<file path="src/sv/sar_pkg.sv">
package sar_pkg;

   localparam int DEF_MAX_OUT_WIDTH  = 64;
   localparam int DEF_MAX_OUT_HEIGHT = 64;
   localparam int SUPERSAMPLE        = 2;

   localparam logic [6:0]  DIM_RESET = 7'd64;
   localparam logic [12:0] ONE_Q12   = 13'd4096;
   localparam logic [15:0] CNT_MAX   = 16'hFFFF;
   localparam logic        KIND_ADD     = 1'b0;
   localparam logic        KIND_RESOLVE = 1'b1;
   localparam logic        CSR_OUT_WIDTH  = 1'b0;
   localparam logic        CSR_OUT_HEIGHT = 1'b1;

   typedef logic [12:0] thr_arr_type [256];

   typedef struct packed {
      logic [31:0] red;
      logic [31:0] green;
      logic [31:0] blue;
      logic [31:0] alpha;
      logic [15:0] count;
   } entry_type;

   typedef struct packed {
      logic       clr;
      logic       cap;
      logic       rd_add;
      logic       rd_sub;
      logic       add_wr;
      logic       div_load;
      logic       div_step;
      logic       acc;
      logic       avg;
      logic       gam_step;
      logic       out_load;
      logic [1:0] sub;
      logic [2:0] gpos;
   } cmd_type;

   typedef struct packed {
      logic clear_done;
      logic req_kind;
      logic add_ok;
      logic res_ok;
      logic cnt_zero;
      logic out_free;
   } status_type;

   function automatic thr_arr_type build_thr();
      thr_arr_type  t;
      logic [159:0] k255;
      logic [159:0] lhs;
      logic [159:0] rhs;
      logic [13:0]  lo;
      logic [13:0]  hi;
      logic [13:0]  mid;
      k255 = 160'd1;
      for (int i = 0; i < 11; i++) k255 = k255 * 160'd255;
      t[0] = 13'd0;
      for (int b = 1; b < 256; b++) begin
         lhs = 160'd1;
         for (int i = 0; i < 11; i++) lhs = lhs * 160'(b);
         lhs = lhs << 60;
         lo = 14'd0;
         hi = 14'd4096;
         for (int i = 0; i < 14; i++) begin
            if (lo < hi) begin
               mid = (lo + hi) >> 1;
               rhs = k255;
               for (int j = 0; j < 5; j++) rhs = rhs * 160'(mid);
               if (lhs <= rhs) begin
                  hi = mid;
               end else begin
                  lo = mid + 14'd1;
               end
            end
         end
         t[b] = 13'(lo);
      end
      return t;
   endfunction

endpackage

</file>
<file path="src/sv/sar_ctrl.sv">
module sar_ctrl (
   input  logic                clock,
   input  logic                reset,
   input  logic                req_valid,
   output logic                req_ready,
   input  sar_pkg::status_type status,
   output sar_pkg::cmd_type    cmd
);

   typedef enum logic [3:0] {
      CLEAR, IDLE, ADD_RD, ADD_WR, RES_RD, RES_LOAD, RES_DIV, RES_ACC,
      RES_AVG, RES_GAM, RES_OUT
   } state_type;

   state_type   state_ff, state_in;
   logic [1:0]  sub_ff, sub_in;
   logic [3:0]  step_ff, step_in;
   logic [2:0]  gpos_ff, gpos_in;

   always_comb begin
      state_in  = state_ff;
      sub_in    = sub_ff;
      step_in   = step_ff;
      gpos_in   = gpos_ff;
      cmd       = '0;
      cmd.sub   = sub_ff;
      cmd.gpos  = gpos_ff;
      req_ready = 1'b0;
      case (state_ff)
         CLEAR: begin
            cmd.clr = 1'b1;
            if (status.clear_done) state_in = IDLE;
         end
         IDLE: begin
            req_ready = 1'b1;
            if (req_valid) begin
               cmd.cap  = 1'b1;
               sub_in   = 2'd0;
               state_in = (status.req_kind == sar_pkg::KIND_ADD) ? ADD_RD : RES_RD;
            end
         end
         ADD_RD: begin
            if (status.add_ok) begin
               cmd.rd_add = 1'b1;
               state_in   = ADD_WR;
            end else begin
               state_in = IDLE;
            end
         end
         ADD_WR: begin
            cmd.add_wr = 1'b1;
            state_in   = IDLE;
         end
         RES_RD: begin
            if (status.res_ok) begin
               cmd.rd_sub = 1'b1;
               state_in   = RES_LOAD;
            end else begin
               state_in = RES_AVG;
            end
         end
         RES_LOAD: begin
            if (status.cnt_zero) begin
               if (sub_ff == 2'd3) begin
                  state_in = RES_AVG;
               end else begin
                  sub_in   = sub_ff + 2'd1;
                  state_in = RES_RD;
               end
            end else begin
               cmd.div_load = 1'b1;
               step_in      = 4'd0;
               state_in     = RES_DIV;
            end
         end
         RES_DIV: begin
            cmd.div_step = 1'b1;
            step_in      = step_ff + 4'd1;
            if (step_ff == 4'd12) state_in = RES_ACC;
         end
         RES_ACC: begin
            cmd.acc = 1'b1;
            if (sub_ff == 2'd3) begin
               state_in = RES_AVG;
            end else begin
               sub_in   = sub_ff + 2'd1;
               state_in = RES_RD;
            end
         end
         RES_AVG: begin
            cmd.avg  = 1'b1;
            gpos_in  = 3'd7;
            state_in = RES_GAM;
         end
         RES_GAM: begin
            cmd.gam_step = 1'b1;
            if (gpos_ff == 3'd0) begin
               state_in = RES_OUT;
            end else begin
               gpos_in = gpos_ff - 3'd1;
            end
         end
         RES_OUT: begin
            if (status.out_free) begin
               cmd.out_load = 1'b1;
               state_in     = IDLE;
            end
         end
         default: state_in = IDLE;
      endcase
   end

   always_ff @(posedge clock) begin
      if (reset) begin
         state_ff <= CLEAR;
         sub_ff   <= 2'd0;
         step_ff  <= 4'd0;
         gpos_ff  <= 3'd0;
      end else begin
         state_ff <= state_in;
         sub_ff   <= sub_in;
         step_ff  <= step_in;
         gpos_ff  <= gpos_in;
      end
   end

endmodule

</file>
<file path="config.mk">
export PLATFORM = sky130hd
export DESIGN_NAME = sar_ctrl
export DESIGN_NICKNAME = d
export VERILOG_FILES = /design/src/sv/sar_pkg.sv /design/src/sv/sar_ctrl.sv
export SDC_FILE = /design/constraint.sdc
export NUM_CORES = 1
export LEC_CHECK = 0
export BUFFER_PORTS_ARGS = -buffer_cell sky130_fd_sc_hd__buf_2
export CELL_PAD_IN_SITES_DETAIL_PLACEMENT = 1
export CELL_PAD_IN_SITES_GLOBAL_PLACEMENT = 2
export CORE_ASPECT_RATIO = 2
export CORE_MARGIN = 2
export CORE_UTILIZATION = 32
export DETAILED_ROUTE_END_ITERATION = 12
export GPL_TIMING_DRIVEN = 1
export HOLD_SLACK_MARGIN = 0.02
export PLACE_DENSITY_LB_ADDON = 0.1
export SLEW_MARGIN = 40
export SYNTH_ARGS = -nofsm -noshare
export SYNTH_HDL_FRONTEND = slang
export SYNTH_SLANG_ARGS = --single-unit
</file>
<file path="constraint.sdc">
create_clock -name clock -period 3 [get_ports clock]
set_clock_uncertainty 0.2 [all_clocks]
set_input_delay 0.6 -clock clock [delete_from_list [all_inputs] [get_ports clock]]
set_output_delay 0.6 -clock clock [all_outputs]
set_load 0.01 [all_outputs]
</file>
==> results of run 1 <==
## per-layer routing
metal / wire length (um) / part of all wire, % / vias up / track usage (%)
met5: 0 / 0 / - / 0
met4: 24 / 0.89 / 0 / 4.959
met3: 75 / 2.8 / 2 / 1.522
met2: 1532 / 57 / 15 / 29.68
met1: 1060 / 39 / 461 / 18.80
li1: - / - / 482 / -
## cell usage in the layout, fill, tap and decap left out, drive strengths merged, types with 3 or more instances in the layout
master and count:
a21oi 7, buf 26, clkbuf 4, dfxtp 13, ha 5, inv 12, nand2 6, nand2b 6
nand3 4, nor2 11, nor2b 4, nor3 3, nor4 3, o21ai 7
## worst min path at each step
stage	to	slack, ns	cells after the start	start
after detailed placement	step_ff[3]	0.28	1	step_ff[3]
after CTS	step_ff[3]	0.30	1	step_ff[3]
after global placement	step_ff[3]	0.27	1	step_ff[3]
after floorplan	step_ff[3]	0.24	1	step_ff[3]
final	step_ff[3]	0.29	1	step_ff[3]
after global routing	step_ff[3]	0.34	1	step_ff[3]
## synthesized netlist by cell type (all sizes together)
| cell type | n |
|---|---|
| nor2b | 4 |
| o32ai | 2 |
| a2111o | 1 |
| nand4b | 1 |
| buf | 7 |
| and2 | 2 |
| or4 | 1 |
| inv | 12 |
| nand4bb | 2 |
| or4b | 2 |
| o31a | 1 |
| o41ai | 2 |
| o31ai | 1 |
| o21ba | 1 |
| or4bb | 1 |
| a21o | 2 |
| clkbuf | 1 |
| o32a | 2 |
| nand3 | 4 |
| dfxtp | 13 |
| nor4bb | 1 |
| a311oi | 1 |
| nor4b | 2 |
| xor2 | 2 |
| a31oi | 1 |
| nor3 | 3 |
| o21ai | 7 |
| mux2 | 2 |
| a2bb2oi | 1 |
| a211oi | 2 |
| nand2b | 6 |
| nand2 | 6 |
| nor4 | 3 |
| ha | 5 |
| nor2 | 11 |
| a21oi | 7 |
## per-stage QoR
step                setup WS [ns]  util [%]  hold slack (ns)
finish                     0.3663     39.62           0.2928
global route               0.1927     39.62           0.3366
CTS                        0.3495     39.62           0.2965
detailed placement         0.6206     38.11           0.2848
global placement           0.6311     38.11           0.2651
floorplan                  0.9937         -           0.2436
## kinds of logic (layout without fill, tap and decap cells)
| group | count (synthesis) | in the layout |
|---|---|---|
| mux | 2 | 2 |
| buf+inv | 20 | 42 |
| flops | 13 | 13 |
| fa+ha+maj | 5 | 5 |
| simple gates | 49 | 49 |
| compound gates | 31 | 31 |
| xor+xnor | 2 | 2 |
## area by class of cell
class | count | area, um2
fill | 368 | 1798
multi-input combinational | 89 | 659.4
sequential | 13 | 260.3
timing repair buffer | 26 | 132.6
clock buffer | 4 | 45.04
inverter | 12 | 45.04
tap | 30 | 37.54
## where the power goes
part,switching (W),internal [W],total [W]
Sequential,0.0000270,0.000180,0.000207
Combinational,0.0000771,0.0000875,0.000165
Clock,0.0000619,0.0000937,0.000156
Total,0.000166,0.000361,0.000528
## registers in the layout (all words and copies together) (netlist names)
register	count
gpos_ff	3
sub_ff	2
step_ff	4
state_ff	4
==> results.toml, run 1 <==
[run_status]
outcome = "finished, final reports clean"

[cts]
hold_buffers = 0
cts_root_buffer = "clkbuf_8"
clkLatencyLatePin_ns = 0.24
cts_buffers = 3
clk_path_buf_depth = 2
cts_resized = 0
cts_tree = "built"
clk_pin_slew_worst_paths_ns = 0.06
cts.sinks = 13
postCtsSetupBuffers = 0
cts.htree.levels = 1

[timing]
finalHoldViolations = 0
setup_violations = 0
max_freq_ghz = 0.3797
fin_crit_sh_pct = 87.79
fin_setup_tns_ns = 0
relSlewSlack_pct = 49.94
rsz0062_at_grt = "no"
tightest_slew_ns = 0.7498
period_needed_ns = 2.634
slew_viol_final = 0

[drt]
vias = 960
wl_per_cell_um = 15.48
postRouteAntennaNets = 0
dr.pass1.iters = 2
routed_via_density = 5.517
drc = 0
totalWireLength_um = 2693
drt-initial-drc-count = 13

[synth]
synth_top_family_by_area = "simple AND/OR/NAND/NOR gates"
synth_top_area_share_pct = 25.81
yosysWarnings = 0
synth_seq_cells = 13
netlist_area_um2 = 1008
syn-num-nets = 136
synthAdderAreaFrac_pct = 6.203
syn_area_per_cell_um2 = 8.266
yosys.area.top_type = "dfxtp_1"
yosys.area_share.simple_pct = 32.63
synth_xor_area_share_pct = 1.737
synthTopCellsByArea = "dfxtp_1, ha_1, inv_1, nor2_1, nand2b_1"
synth_compound_area_share_pct = 22.21
synth_cells = 122
muxShareOfSynthArea_pct = 2.605
yosysSeqAreaShare_pct = 25.81
synthDistinctLibCells = 46

[floorplan]
die-area_um2 = 3644
dieWidth_um = 43.70
coreArea_um2 = 2978
die_y_um = 83.39
row_count = 28
start_util_pct = 33.87
ios = 26

[flow_run]
max_cap_violations = 0

[power]
peakVddDrop_v = 0.0002956
powerDensity_nw_per_um2 = 447.1
p_leak_nw = 0.4882
total_power_w = 0.0005276

[setup_path]
regToRegEndpoint = "state_ff[0]"
r2r_cells = 4
crit_path_end_kind = "primary output"
cp_data_required_time_ns = 2.20
reg2reg_from = "state_ff[3]"
worstSetupPathType = "flop to primary output"
startpoint_type = "flop"
reg2reg_slack_ns = 0.65
startpoint = "state_ff[2]"
cp_cell_sequence = "nand2_1 -> nor4_2 -> buf_2"
cp_max_fo = 14
critPathCapture = "cmd[10]"
arrival_ns = 1.83
critical-path-top-delay-family = "simple AND/OR/NAND/NOR gates"
critPathSlowestCell = "dfxtp_1"
slowest_delay_ns = 0.66
path_buf_inv = 1
cp.depth = 3

[global_route]
grt-ovfl-total = 0
grt_start_max_net_pins = 23
antenna_found_initial = 0
grt_pass1_vias = 1001
track_usage_pct = 16.30
grt_pass1_wl_um = 4671

[cells_and_area]
layout.cells.non_filler = 174
drive_gt1_share_pct = 28.47
antenna_cells = 0
final_area_um2 = 1180
fin_nets = 159
area_growth_pct = 17.00

[placed_design]
placed_cells = 170
dpl-instance-area_um2 = 1135
dp_hpwl_um = 2143
gp_congestion = 0.7444
numPortBuffers = 25

[worst_hold_path]
hold_class = "flop to flop"
No activity file was read; power rests on OpenSTA's default activity.
==> run 2: changes to the inputs <==
--- a/config.mk
+++ b/config.mk
@@ -14,7 +14,7 @@
 export DETAILED_ROUTE_END_ITERATION = 12
 export GPL_TIMING_DRIVEN = 1
 export HOLD_SLACK_MARGIN = 0.02
-export PLACE_DENSITY_LB_ADDON = 0.1
+export PLACE_DENSITY_LB_ADDON = 0.08
 export SLEW_MARGIN = 40
 export SYNTH_ARGS = -nofsm -noshare
 export SYNTH_HDL_FRONTEND = slang
==> run 2 against run 1 <==
- maximum frequency is 1.2% higher
- global-route usage is 0.25 points higher
- critical endpoint unchanged
- clock-buffer cell count stayed put
- largest power group unchanged
- highest routed layer unchanged
==> results.toml, run 2 (synthesis results as in run 1) <==
[timing]
tightest_slew_ns = 0.7511
setup_violations = 0
rsz0062_at_grt = "no"
finalHoldViolations = 0
max_freq_ghz = 0.3842
fin_ws_ns = 0.3974
period_needed_ns = 2.603
slew_viol_final = 0
fin_setup_tns_ns = 0
relSlewSlack_pct = 49.86
fin_crit_sh_pct = 86.75

[floorplan]
dieWidth_um = 43.70
start_util_pct = 33.87
die_y_um = 83.39
coreArea_um2 = 2978
die-area_um2 = 3644
row_count = 28
ios = 26

[flow_run]
max_cap_violations = 0

[drt]
dr.pass1.iters = 2
wl_met2_um = 1574
routed_via_density = 5.592
postRouteAntennaNets = 0
met1_length_um = 1065
wl_per_cell_um = 15.90
drc = 0
totalWireLength_um = 2767
vias = 973
top_layer = "met4"
drt-initial-drc-count = 5
wl_met3_um = 92

[cts]
clk_path_buf_depth = 2
cts.sinks = 13
cts_resized = 0
clk_pin_slew_worst_paths_ns = 0.06
cts_root_buffer = "clkbuf_8"
postCtsSetupBuffers = 0
cts_buffers = 3
clkLatencyLatePin_ns = 0.25
cts.htree.levels = 1
hold_buffers = 0
cts_tree = "built"

[cells_and_area]
antenna_cells = 0
fin_nets = 159
area_growth_pct = 17.00
final_common_cell = "buf_2"
fillers = 386
top_regs = "state_ff x4, step_ff x4, gpos_ff x3"
drive_gt1_share_pct = 28.47
layout_common_cells = "buf_2, dfxtp_1, inv_1, nor2_1, a21oi_1"

[setup_path]
critPathSlowestCell = "dfxtp_1"
cp_cell_sequence = "nand2_1 -> nor4_2 -> buf_2"
path_buf_inv = 1
startpoint = "state_ff[2]"
cp_max_fo = 14
cp_data_required_time_ns = 2.20
crit_path_end_kind = "primary output"
critical-path-top-delay-family = "simple AND/OR/NAND/NOR gates"
worstSetupPathType = "flop to primary output"
startpoint_type = "flop"
reg2reg_from = "state_ff[3]"
arrival_ns = 1.80
slowest_delay_ns = 0.65

[power]
powerDensity_nw_per_um2 = 454.9
p_leak_nw = 0.4882
peakVddDrop_v = 0.0002780

[run_status]
outcome = "finished, final reports clean"

[placed_design]
dp_slack_ns = 0.6134
numPortBuffers = 25
gp_congestion = 0.7586
dp_hpwl_um = 2190

[worst_hold_path]
min-delay-start = "step_ff[3]"
hold_class = "flop to flop"

[global_route]
antenna_found_initial = 0
track_usage_pct = 16.55
grt_start_max_net_pins = 23
grt-ovfl-total = 0
grt_pass1_wl_um = 4754
grt_pass1_vias = 1023
run 2: layer usage:
layer / up-vias / GRT usage [%]
li1: 485 / -
met1: 466 / 18.13
met2: 17 / 30.61
met3: 5 / 2.174
met4: 0 / 5.234
met5: - / 0
run 2: layout make-up:
type | count | area [um2] | share of cell area (%)
clock buffer | 4 | 45.04 | 3.818
inverter | 12 | 45.04 | 3.818
multi-input combinational | 89 | 659.4 | 55.89
tap | 30 | 37.54 | 3.181
sequential | 13 | 260.3 | 22.06
timing repair buffer | 26 | 132.6 | 11.24
run 2: path summary, 6_finish.rpt:
path | to | slack, ns | depth (start not counted)
max | cmd[10] | 0.40 | 3
min | step_ff[3] | 0.30 | 1
max reg2reg | state_ff[0] | 0.66 | 4
min reg2reg | step_ff[3] | 0.30 | 1
run 2: power by group:
group | switching, W | internal, W
logic | 0.0000831 | 0.0000876
clock network | 0.0000674 | 0.0000939
registers | 0.0000245 | 0.000180
total | 0.000175 | 0.000362
run 2: through the flow:
step / std cells / hold WS (ns) / cell area, um2 / util [%] / power (W)
4_1_cts: 174 / 0.2949 / 1180 / 39.62 / 0.0005447
5_1_grt: 174 / 0.3223 / 1180 / 39.62 / 0.0005734
3_5_place_dp: 170 / 0.2780 / 1135 / 38.11 / 0.0003814
2_1_floorplan: 122 / 0.2436 / 1008 / - / 0.0003299
3_3_place_gp: 170 / 0.2649 / 1135 / 38.11 / 0.0003735
6_report: 174 / 0.2956 / 1180 / 39.62 / 0.0005367
